==> config.mk <==
export PLATFORM = sky130hd
export DESIGN_NAME = signed_int_to_decimal_ascii_unit
export DESIGN_NICKNAME = d
export VERILOG_FILES = /design/src/hdl/sitda_pkg.sv /design/src/hdl/signed_int_to_decimal_ascii_unit.sv
export SDC_FILE = /design/constraint.sdc
export NUM_CORES = 1
export LEC_CHECK = 0
export BUFFER_PORTS_ARGS = -buffer_cell sky130_fd_sc_hd__buf_4
export CELL_PAD_IN_SITES_DETAIL_PLACEMENT = 0
export CELL_PAD_IN_SITES_GLOBAL_PLACEMENT = 1
export CORE_UTILIZATION = 50
export DETAILED_ROUTE_END_ITERATION = 8
export PLACE_DENSITY_LB_ADDON = 0.25
export SLEW_MARGIN = 20
export SYNTH_ARGS = -nofsm -noshare
export SYNTH_HDL_FRONTEND = slang
export SYNTH_SLANG_ARGS = --single-unit
==> constraint.sdc <==
create_clock -name clk_i -period 5.3 [get_ports clk_i]
set_input_delay 0.265 -clock clk_i [delete_from_list [all_inputs] [get_ports clk_i]]
set_output_delay 0.265 -clock clk_i [all_outputs]
set_load 0.02 [all_outputs]
==> src/hdl/sitda_pkg.sv <==
// Shared types, constants and the double-dabble step function for the
// signed integer to decimal ASCII unit. No dependencies.
package sitda_pkg;

  localparam int unsigned ValueWidth    = 32;
  localparam int unsigned NumDigits     = 10;
  localparam int unsigned StepsPerStage = 4;
  localparam int unsigned NumStages     = ValueWidth / StepsPerStage;
  localparam int unsigned IdxWidth      = $clog2(NumDigits);

  localparam logic [5:0] CharZero  = 6'd48;
  localparam logic [5:0] CharMinus = 6'd45;

  typedef logic [NumDigits-1:0][3:0] bcd_t;

  typedef struct packed {
    logic                  neg;
    logic [ValueWidth-1:0] bin;
    bcd_t                  bcd;
  } conv_t;

  // A group of shift-and-add-3 steps: binary bits move MSB first into the BCD field.
  function automatic conv_t dabble(conv_t c);
    conv_t r;
    r = c;
    for (int s = 0; s < StepsPerStage; s++) begin
      for (int d = 0; d < NumDigits; d++) begin
        if (r.bcd[d] >= 4'd5) begin
          r.bcd[d] = r.bcd[d] + 4'd3;
        end
      end
      {r.bcd, r.bin} = {r.bcd, r.bin} << 1;
    end
    return r;
  endfunction

endpackage

==> src/hdl/signed_int_to_decimal_ascii_unit.sv <==
// Signed 32-bit integer to decimal ASCII text, one character per transfer.
// Depends on sitda_pkg.
//
// Usage:
//   Input channel (in_valid_i / in_ready_o / value_i) takes one two's
//   complement integer per transfer. Output channel (out_valid_o /
//   out_ready_i / char_code_o / is_last_o) returns its decimal text, most
//   significant character first: an optional '-', then the digits without
//   leading zeros ('0' for zero). is_last_o marks the final character.
//   Path: the input transfer loads the sign/magnitude stage, then the value
//   passes 8 double-dabble stages of 4 shift steps each, then one load into
//   the character emitter, whose register drives the first character.
//   Throughput: a new value may enter every cycle while stage 0 has room;
//   the emitter sends one character per cycle while out_ready_i is high, and
//   a value's text is 1 to 11 characters long. If the next value waits in the
//   last stage, its first character follows the previous one's last without a gap.
//   Stalls: with out_ready_i low the current character holds and the
//   conversion pipeline fills, then in_ready_o drops. Nothing is lost.
//   Reset (rst_ni low, asynchronous) empties the pipeline and the emitter.
module signed_int_to_decimal_ascii_unit
  import sitda_pkg::*;
(
  input  logic                         clk_i,
  input  logic                         rst_ni,
  input  logic                         in_valid_i,
  output logic                         in_ready_o,
  input  logic signed [ValueWidth-1:0] value_i,
  output logic                         out_valid_o,
  input  logic                         out_ready_i,
  output logic [5:0]                   char_code_o,
  output logic                         is_last_o
);

  // Conversion pipeline: stage 0 holds sign/magnitude, stages 1..N dabble.
  conv_t                stg_q     [NumStages+1];
  logic [NumStages:0]   stg_valid_q;
  logic [NumStages:0]   stg_take;
  logic [NumStages:0]   stg_space;

  // Character emitter
  logic                 em_valid_q, em_valid_d;
  logic                 em_sign_q,  em_sign_d;
  logic [IdxWidth-1:0]  em_idx_q,   em_idx_d;
  bcd_t                 em_bcd_q,   em_bcd_d;
  logic                 em_load_ok;
  logic                 em_load;
  logic                 out_fire;
  logic                 out_last;
  logic [IdxWidth-1:0]  top_idx;

  logic [ValueWidth-1:0] raw;
  logic [ValueWidth-1:0] mag;

  assign raw = value_i;
  assign mag = raw[ValueWidth-1] ? (~raw + 1'b1) : raw;

  // Backpressure chain, last stage first
  always_comb begin
    for (int k = NumStages; k >= 0; k--) begin
      if (k == NumStages) begin
        stg_take[k] = stg_valid_q[k] && em_load_ok;
      end else begin
        stg_take[k] = stg_valid_q[k] && stg_space[k+1];
      end
      stg_space[k] = !stg_valid_q[k] || stg_take[k];
    end
  end

  assign in_ready_o = stg_space[0];

  always_ff @(posedge clk_i or negedge rst_ni) begin
    if (!rst_ni) begin
      stg_valid_q <= '0;
    end else begin
      if (stg_space[0]) begin
        stg_valid_q[0] <= in_valid_i;
      end
      for (int k = 1; k <= NumStages; k++) begin
        if (stg_space[k]) begin
          stg_valid_q[k] <= stg_take[k-1];
        end
      end
    end
  end

  always_ff @(posedge clk_i) begin
    if (in_valid_i && stg_space[0]) begin
      stg_q[0].neg <= raw[ValueWidth-1];
      stg_q[0].bin <= mag;
      stg_q[0].bcd <= '0;
    end
  end

  for (genvar g = 1; g <= NumStages; g++) begin : g_stage
    always_ff @(posedge clk_i) begin
      if (stg_take[g-1]) begin
        stg_q[g] <= dabble(stg_q[g-1]);
      end
    end
  end

  // Highest nonzero digit; zero falls back to the units digit
  always_comb begin
    top_idx = '0;
    for (int d = 0; d < NumDigits; d++) begin
      if (stg_q[NumStages].bcd[d] != 4'd0) begin
        top_idx = IdxWidth'(d);
      end
    end
  end

  assign out_last   = !em_sign_q && (em_idx_q == '0);
  assign out_fire   = em_valid_q && out_ready_i;
  assign em_load_ok = !em_valid_q || (out_fire && out_last);
  assign em_load    = stg_valid_q[NumStages] && em_load_ok;

  always_comb begin
    em_valid_d = em_valid_q;
    em_sign_d  = em_sign_q;
    em_idx_d   = em_idx_q;
    em_bcd_d   = em_bcd_q;
    if (em_load) begin
      em_valid_d = 1'b1;
      em_sign_d  = stg_q[NumStages].neg;
      em_idx_d   = top_idx;
      em_bcd_d   = stg_q[NumStages].bcd;
    end else if (out_fire) begin
      if (em_sign_q) begin
        em_sign_d = 1'b0;
      end else if (em_idx_q == '0) begin
        em_valid_d = 1'b0;
      end else begin
        em_idx_d = em_idx_q - 1'b1;
      end
    end
  end

  always_ff @(posedge clk_i or negedge rst_ni) begin
    if (!rst_ni) begin
      em_valid_q <= 1'b0;
      em_sign_q  <= 1'b0;
      em_idx_q   <= '0;
    end else begin
      em_valid_q <= em_valid_d;
      em_sign_q  <= em_sign_d;
      em_idx_q   <= em_idx_d;
    end
  end

  always_ff @(posedge clk_i) begin
    em_bcd_q <= em_bcd_d;
  end

  assign out_valid_o = em_valid_q;
  assign is_last_o   = out_last;
  assign char_code_o = em_sign_q ? CharMinus : (CharZero + {2'b00, em_bcd_q[em_idx_q]});

endmodule

==> flow_summary.toml, run 1 <==
[layout]
instances_no_fill = 3970
seqCellArea_mm2 = 0.0117
final_cell_mix = "edfxtp_1 (378), o21ai_0 (274), nand2_1 (254)"
antenna_cells = 0
area_growth_pct = 10.4
nets = 3354
final_common_cell = "edfxtp_1"
layout-drive-gt1-share_pct = 9.27
multi_input_area_mm2 = 0.0166
n_fill_cell = 4971

[grt]
grtUsageTotal_pct = 19.1
grt_pass1_vias = 21836
grt_pass1_wl_mm = 98.0
grt_overflow_total = 0
antenna_found_initial = 0
grt_max_degree = 43

[detailed_routing]
drtIter0Drc = 1202
vias = 23192
wl_per_cell_um = 14.5
drcViolationCount = 0
ant_nets = 0
post_drt_via_cell_ratio = 5.84
drt-pass1-iter-count = 5
wl_mm = 57.7

[outcome]
status = "complete, no violations"

[synthesis]
syn-cell-area_mm2 = 0.0294
synth.avg_cell_area_um2 = 9.43
synth_async_sr_flop_share_pct = 3.82
ys_types = 100
syn_nets = 3300
synth_seq_area_share_pct = 39.9
synth_area_leaders = "edfxtp_1 (39%), ha_1 (6.4%), o21ai_0 (4.7%)"
synth_edf_count = 378
yosysTopAreaCell = "edfxtp_1"
ys.flop_type = "edfxtp_1"
syn_inst = 3114
ys_ff_latch = 393
synth_top_area_share_pct = 38.6
synth_warnings = 0

[clocking]
htreeDepth = 2
cts.path.max_buffers = 3
clock_latency_ns = 0.60
clkTransAtPathRegs_ns = 0.06
root_buffer = "clkbuf_16"
cts.sinks = 393
cts_buffers = 45
cts_tree = "done"

[critical_path]
arrival_ns = 4.39
slowest_stage = "edfxtp_1"
critPathCaptureType = "flop"
worstPathCellList = "inv_1 -> ha_1 -> inv_1 -> ha_1 -> a21oi_1 -> xnor2_1 -> inv_1 -> ha_1 -> a31oi_1 -> a31oi_1 -> nand2_1 -> xor2_1 -> inv_1 -> ha_1 -> inv_1 -> ha_1 -> nor2_1 -> a2111oi_0"
critPathTopFamily = "compound AO/OA/AOI/OAI gates"
start_kind = "flop"
required_ns = 5.63
path_max_fanout = 7
max_stage_delay_ns = 0.45
critical_path_buf_inv_count = 5
worst-setup-path-type = "reg2reg"

[placement]
dp_slack_ns = 1.20
dp_cells = 3852
gp_congestion = 0.810
hpwl_mm = 42.2
port_buffers = 43

[die]
core-area_mm2 = 0.0579
ios = 45
dieArea_mm2 = 0.0597
die_h_um = 244
die-width_um = 244
num_rows = 88
start_util_pct = 50.7

[timing]
setup_tns_ns = 0
grt_setup_unrepaired = "false"
relSlewSlack_pct = 34.6
fmaxAchievable_ghz = 0.247
fin_crit_sh_pct = 76.5
worst_slew_pin_slew_ns = 0.981
hold_violations = 0
final-setup-viol-count = 0
fin_worst_skew_ns = 0.0271
setup_ws_ns = 1.24
drv_slew = 0
min_period_ns = 4.06

[worst_hold_path]
worst_hold_path_type = "in2reg"

[power]
p_leak_nw = 12.0
vdd_drop_max_mv = 0.352
power_density_mw_per_mm2 = 528
p_total_mw = 17.1

[run]
maxCapViolCount = 0
==> worst register-to-register path, stage by stage, from the launching register on <==
cell	delay, ns
edfxtp_1	0.45
inv_1	0.09
ha_1	0.13
inv_1	0.04
ha_1	0.20
a21oi_1	0.29
xnor2_1	0.29
inv_1	0.11
ha_1	0.35
a31oi_1	0.05
a31oi_1	0.43
nand2_1	0.12
xor2_1	0.28
inv_1	0.10
ha_1	0.18
inv_1	0.05
ha_1	0.17
nor2_1	0.06
a2111oi_0	0.42
==> where the power goes <==
part	switching, mW	internal (mW)
registers	0.310	4.40
clock network	1.33	1.87
logic	5.35	3.85
==> Yosys cell counts, drive strengths merged, types with 48 or more instances <==
library cell	instances
nor2	214
edfxtp	378
clkbuf	75
a31oi	48
inv	199
o21a	61
a21oi	258
nand2b	73
nand2	255
mux2i	95
nor3	49
o21ai	329
ha	150
xnor2	136
mux2	61
nand3	58
==> sequential cells by signal, summed over array words and instances (netlist names) <==
name         cells
stg_q          338
stg_valid_q      9
out_valid_o      1
em_sign_q        1
em_bcd_q        40
em_idx_q         4
==> through the flow <==
stage          util (%)  instance area [um^2]  hold WS, ns
6_report           56.0                 32400       0.0440
2_1_floorplan         -                 29400      -0.0306
5_1_grt            56.0                 32400       0.0283
3_5_place_dp       52.6                 30500        0.156
4_1_cts            55.8                 32300      0.00670
3_3_place_gp       52.6                 30500        0.151
==> repair_timing <==
action | CTS | global route
buffers inserted | 0 | 0
resized for setup | 0 | 0
hold endpoints to repair | 45 | 0
hold buffers | 30 | 0
==> cell type report <==
cell class	count	area share [%]
multi-input combinational	2439	51.2
sequential	393	36.2
clock buffer	50	3.59
tap	765	2.95
timing repair buffer	89	2.47
inverter	200	2.32
clock inverter	34	1.27
==> routing by layer <==
layer / vias to the layer above / global-route usage (%) / wire, um
met3: 79 / 2.12 / 1700
met5: - / 0 / 0
met1: 10946 / 22.1 / 24900
li1: 11828 / - / -
met4: 0 / 5.31 / 1200
met2: 339 / 36.5 / 30000
==> cells by family (layout without fill, tap and decap cells) <==
kind of cell | Yosys count | in the layout | share of synthesized area, %
simple gates | 859 | 859 | 14.3
fa+ha+maj | 152 | 152 | 6.46
flops | 393 | 393 | 39.9
other cells | 1 | 1 | 0.0128
mux | 167 | 167 | 6.45
buf+inv | 282 | 373 | 3.64
compound gates | 1087 | 1087 | 23.8
xor+xnor | 173 | 173 | 5.41
==> final timing paths <==
| path | start | end | slack [ns] | depth (start not counted) |
|---|---|---|---|---|
| min in group asynchronous | rst_ni | out_valid_o | 0.09 | 2 |
| max in group asynchronous | rst_ni | stg_valid_q[6] | 4.99 | 2 |
| min | value_i[18] | stg_q[0][58] | 0.04 | 2 |
| max | stg_q[0][466] | stg_q[0][547] | 1.24 | 18 |
| min reg2reg | stg_q[0][206] | stg_q[0][283] | 0.42 | 0 |
| max reg2reg | stg_q[0][466] | stg_q[0][547] | 1.24 | 18 |
Power figures use the tool's default switching activity.
==> run 2, diff against run 1 <==
Settings changed: ABC_AREA set to 1, CORE_UTILIZATION 50 to 49.
Clock period 5.3 ns to 4 ns, I/O delays scaled along.
==> run 2 against run 1 <==
Flip-flop and latch count did not move. First-iteration DRC count is 32% lower. Final cell count increased by 17%. Clock-buffer cell count grew 3. Die area fell by 1.7%. Routed wire length decreased by 17%. Sequential share of layout area increased by 0.93 points.
==> flow_summary.toml, run 2 <==
[critical_path]
max_stage_delay_ns = 0.46
cp_common_cell = "nand2_1"
critPathTopFamily = "simple AND/OR/NAND/NOR gates"
slowest_stage = "dfrtp_2"
path_max_fanout = 10
critPathCaptureType = "output pin"
arrival_ns = 3.45
required_ns = 3.80
rrSetupSlack_ns = 0.62
worst-setup-path-type = "reg2out"
critical_path_buf_inv_count = 3
start_kind = "flop"
worstPathCellList = "clkinv_1 -> ha_1 -> nand3_1 -> nor2_1 -> nand2_1 -> nand2_1 -> nor2_1 -> inv_1 -> nor2_2 -> nand2_1 -> nor2_1 -> nand2_1 -> nor2_2 -> nand2_1 -> nor2_2 -> nand2_2 -> buf_4"

[detailed_routing]
post_drt_via_cell_ratio = 4.81
wl_per_cell_um = 10.4
wl_mm = 48.0
drt-pass1-iter-count = 5
ant_nets = 0
drtIter0Drc = 821
vias = 22265
drcViolationCount = 0

[timing]
relSlewSlack_pct = 40.7
setup_tns_ns = 0
drv_slew = 0
grt_setup_unrepaired = "false"
fin_worst_skew_ns = 0.0364
worst_slew_pin_slew_ns = 0.887
fmaxAchievable_ghz = 0.274
fin_crit_sh_pct = 91.3
final-setup-viol-count = 0
hold_violations = 0
min_period_ns = 3.65

[synthesis]
synth_async_sr_flop_share_pct = 3.82
syn_nets = 3894
ys_types = 52
ys_ff_latch = 393
synth_common_cells = "nand2_1 (1310), inv_1 (645), edfxtp_1 (378)"
synth.avg_cell_area_um2 = 7.63
synth_top_area_share_pct = 40.1
ys.flop_type = "edfxtp_1"
synth_seq_area_share_pct = 41.4
yosysTopAreaCell = "edfxtp_1"
syn-cell-area_mm2 = 0.0283
synth_area_leaders = "edfxtp_1 (40%), nand2_1 (17%), inv_1 (8.6%)"
synth_warnings = 0
synth_edf_count = 378
syn_inst = 3708
yosysMostFrequentCell = "nand2_1"

[die]
core-area_mm2 = 0.0567
ios = 45
start_util_pct = 49.9
num_rows = 87
die_h_um = 242
die-width_um = 242
dieArea_mm2 = 0.0587

[outcome]
status = "complete, no violations"

[layout]
largest_register = "stg_q"
area_growth_pct = 11.7
final_common_cell = "nand2_1"
seqCellArea_mm2 = 0.0117
antenna_cells = 0
largest_reg_flops = 338
layout-drive-gt1-share_pct = 9.29
nets = 4025
final_cell_mix = "nand2_1 (1310), inv_1 (645), edfxtp_1 (378)"
reg_top3 = "stg_q x338, em_bcd_q x40, stg_valid_q x9"
multi_input_area_mm2 = 0.0141
n_fill_cell = 5214

[clocking]
cts_buffers = 44
cts.path.max_buffers = 3
cts_tree = "done"
post_cts_buffers = 0
htreeDepth = 2
root_buffer = "clkbuf_16"
cts.sinks = 393
clock_latency_ns = 0.60
clkTransAtPathRegs_ns = 0.06

[placement]
hpwl_mm = 37.0
gp_congestion = 0.797
port_buffers = 43

[grt]
grtUsageTotal_pct = 16.6
grt_pass1_vias = 20596
grt_pass1_wl_mm = 85.4
antenna_found_initial = 0
grt_overflow_total = 0
grt_max_degree = 42

[worst_hold_path]
worst_hold_path_type = "in2reg"

[run]
maxCapViolCount = 0
## run 2: worst min-delay path: cells and delay by family
family	cells	cell delay, ns
xor+xnor	1	0.09
buf+inv	2	0.18
## run 2: worst paths after layout
path	startpoint	end	cells past startpoint
min in group asynchronous	rst_ni	em_idx_q[3]	3
max reg2reg	stg_q[0][74]	stg_q[0][151]	23
min reg2reg	stg_q[0][59]	stg_q[0][136]	0
min	value_i[9]	stg_q[0][49]	3
max in group asynchronous	rst_ni	em_idx_q[1]	3
max	em_idx_q[1]	in_ready_o	17
## run 2: layout make-up
| class | count | share of cell area [%] |
|---|---|---|
| Tap cell | 756 | 2.99 |
| Clock inverter | 28 | 1.14 |
| Timing Repair Buffer | 94 | 2.65 |
| Sequential cell | 393 | 37.1 |
| Clock buffer | 53 | 3.68 |
| Multi-Input combinational cell | 2656 | 44.7 |
| Inverter | 650 | 7.72 |
## run 2: repair_timing
action / 4_1_cts / 5_1_grt
hold buffers: 37 / 0
resized for setup: 0 / 1
hold endpoints to repair: 50 / 0
setup endpoints to repair: 0 / 1
## run 2: stage by stage
stage | std cells | setup WS, ns | utilization [%] | instance area, um^2 | hold slack (ns)
after global routing | 4630 | 0.0491 | 55.7 | 31600 | 0.0444
final | 4630 | 0.350 | 55.7 | 31600 | 0.0528
after CTS | 4628 | 0.186 | 55.6 | 31600 | 0.0195
after global placement | 4510 | 0.663 | 52.3 | 29700 | 0.0839
after detailed placement | 4510 | 0.577 | 52.3 | 29700 | 0.0864
after floorplan | 3708 | 0.0433 | - | 28300 | -0.0956
## run 2: cells by family (layout without fill, tap and decap cells)
family | after synthesis | after routing | share of synthesized area, %
other cells | 1 | 1 | 0.0132
buf+inv | 659 | 825 | 8.75
fa+ha+maj | 150 | 150 | 6.63
simple gates | 2119 | 2119 | 33.8
flops | 393 | 393 | 41.4
xor+xnor | 107 | 107 | 3.42
compound gates | 279 | 279 | 5.94
## run 2: metal layers
layer / global-route usage [%] / wire (um) / up-vias / share of wire [%]
met5: 0 / 0 / - / 0
met4: 4.95 / 1030 / 0 / 2.1
met3: 2.14 / 1210 / 65 / 2.5
met2: 31.0 / 23600 / 151 / 49
met1: 19.7 / 22100 / 9686 / 46
li1: - / - / 12363 / -
Power of run 2 is not shown: default switching activity piles up to over one toggle a cycle in this logic, so the estimate is an artifact.
==> run 3, diff against run 2 <==
Settings changed: CORE_UTILIZATION 49 to 50, CTS_BUF_LIST set to sky130_fd_sc_hd__clkbuf_2.
==> run 3 against run 2 <==
Largest cell class unchanged. Final cell count grew 3.7%. Critical endpoint is now stg_q[0][70]. Highest routed layer unchanged. Routed wire length grew 4.7%. Die area shrank 2.0%. Global-route usage grew 1.3 points.
==> flow_summary.toml, run 3 (synthesis gave the netlist of run 2 again) <==
[outcome]
status = "complete, no violations"

[critical_path]
required_ns = 4.92
max_stage_delay_ns = 0.58
start_kind = "input pin"
worstPathCellList = "dlygate4sd3_1 -> buf_4 -> dlygate4sd3_1 -> inv_1 -> ha_1 -> inv_1 -> nor3_1 -> nand2_1 -> nor3_1 -> nand2_1 -> nor3_2 -> nand3_1 -> nor2_2 -> nand2_1 -> nand2_1 -> nand2_1 -> dlygate4sd3_1 -> xor2_1 -> dlygate4sd3_1"
critPathCaptureType = "flop"
worst-setup-path-type = "in2reg"
r2r_end = "stg_q[0][151]"
arrival_ns = 4.79
path_max_fanout = 4
slowest_stage = "dlygate4sd3_1"
worstRegToRegCells = 23
rrSetupSlack_ns = 0.50
crit_path_start = "value_i[0]"
reg2reg_from = "stg_q[0][73]"
cp_common_cell = "nand2_1"

[clocking]
clock_latency_ns = 1.16
cts.sinks = 393
clkTransAtPathRegs_ns = 0.11
cts.path.max_buffers = 3
cts_tree = "done"
cts_buffers = 102
root_buffer = "clkbuf_2"
htreeDepth = 3

[die]
die-width_um = 240
num_rows = 86
ios = 45
start_util_pct = 51.0
dieArea_mm2 = 0.0576
die_h_um = 240
core-area_mm2 = 0.0555

[grt]
grt_max_degree = 42
grt_pass1_vias = 21258
antenna_found_initial = 2
grt_overflow_total = 0
grtUsageTotal_pct = 17.9
grt_pass1_wl_mm = 87.8

[layout]
n_fill_cell = 5132
final_common_cell = "nand2_1"
final_cell_mix = "nand2_1 (1308), inv_1 (645), edfxtp_1 (378)"
largest_reg_flops = 338
reg_top3 = "stg_q x338, em_bcd_q x40, stg_valid_q x9"
multi_input_area_mm2 = 0.0142
area_growth_pct = 12.3
seqCellArea_mm2 = 0.0117
layout-drive-gt1-share_pct = 11.3
nets = 4150
largest_register = "stg_q"

[worst_hold_path]
hp-start = "value_i[3]"
worst_hold_path_type = "in2reg"
whs_path_depth = 6
holdPathEnd = "stg_q[0][46]"

[timing]
min_period_ns = 3.86
setup_tns_ns = 0
fin_worst_skew_ns = 0.123
grt_setup_unrepaired = "true"
fmaxAchievable_ghz = 0.259
drv_slew = 0
setup_ws_ns = 0.135
worst_slew_pin_slew_ns = 0.961
final-setup-viol-count = 0
relSlewSlack_pct = 35.9
fin_crit_sh_pct = 96.6
hold_violations = 0

[placement]
dp_slack_ns = 0.486
port_buffers = 43
hpwl_mm = 36.7
gp_congestion = 0.778

[detailed_routing]
wl_per_cell_um = 10.5
drcViolationCount = 0
vias = 23227
post_drt_via_cell_ratio = 4.84
drt-pass1-iter-count = 8
drtIter0Drc = 719
ant_nets = 0
wl_mm = 50.2

[run]
maxCapViolCount = 0
-- run 3: cell count changes in the layout (fill, tap and decap cells not counted), moves of 3 or more --
cell | previous run | this run
bufinv_16 | 6 | 1
diode_2 | 0 | 6
clkinv_1 | 6 | 25
clkinv_8 | 0 | 4
clkbuf_1 | 6 | 0
dlygate4sd3_1 | 37 | 103
nor2_4 | 2 | 5
clkbuf_8 | 3 | 0
clkbuf_16 | 44 | 0
clkbuf_2 | 0 | 140
buf_12 | 0 | 3
-- run 3: worst max-delay path by stage --
| stage | endpoint | cells after the start |
|---|---|---|
| finish | stg_q[0][70] | 19 |
| global placement | stg_q[0][49] | 19 |
| floorplan | stg_q[0][365] | 13 |
| detailed placement | stg_q[0][49] | 19 |
| global route | in_ready_o | 17 |
| CTS | in_ready_o | 17 |
-- run 3: critical path, delay by kind of cell --
family / cells / cell delay [ns]
xor gates and xnor gates: 1 / 0.14
adders and majority gates: 1 / 0.17
buffers and inverters: 7 / 2.54
and+or+nand+nor: 10 / 1.72
-- run 3: repair_timing --
item	in CTS	in global routing
hold buffers	103	0
setup endpoints to repair	1	3
gates resized for setup	4	5
buffers inserted	0	1
endpoints found under the hold margin	144	0
-- run 3: routing by layer --
layer / wire length (um) / track usage (%)
met1: 22200 / 20.1
met3: 1720 / 3.70
met4: 1470 / 6.83
met2: 24900 / 33.1
met5: 0 / 0
-- run 3: metrics by stage --
stage	utilization [%]	instance area, um^2	cells	hold slack, ns
6_report	57.2	31800	4799	0.259
5_1_grt	57.2	31800	4799	0.0723
4_1_cts	57.1	31700	4790	0.00403
3_5_place_dp	53.5	29700	4502	0.0853
3_3_place_gp	53.5	29700	4502	0.0854
2_1_floorplan	-	28300	3708	-0.0956
-- run 3: area by class of cell --
class                           count  area share [%]
Clock buffer                      140            2.20
Clock inverter                     45           0.854
Antenna cell                        6          0.0472
Multi-Input combinational cell   2656            44.6
Timing Repair Buffer              161            4.79
Sequential cell                   393            36.9
Inverter                          650            7.68
Tap cell                          748            2.94
Power of run 3 is left out for the same reason.
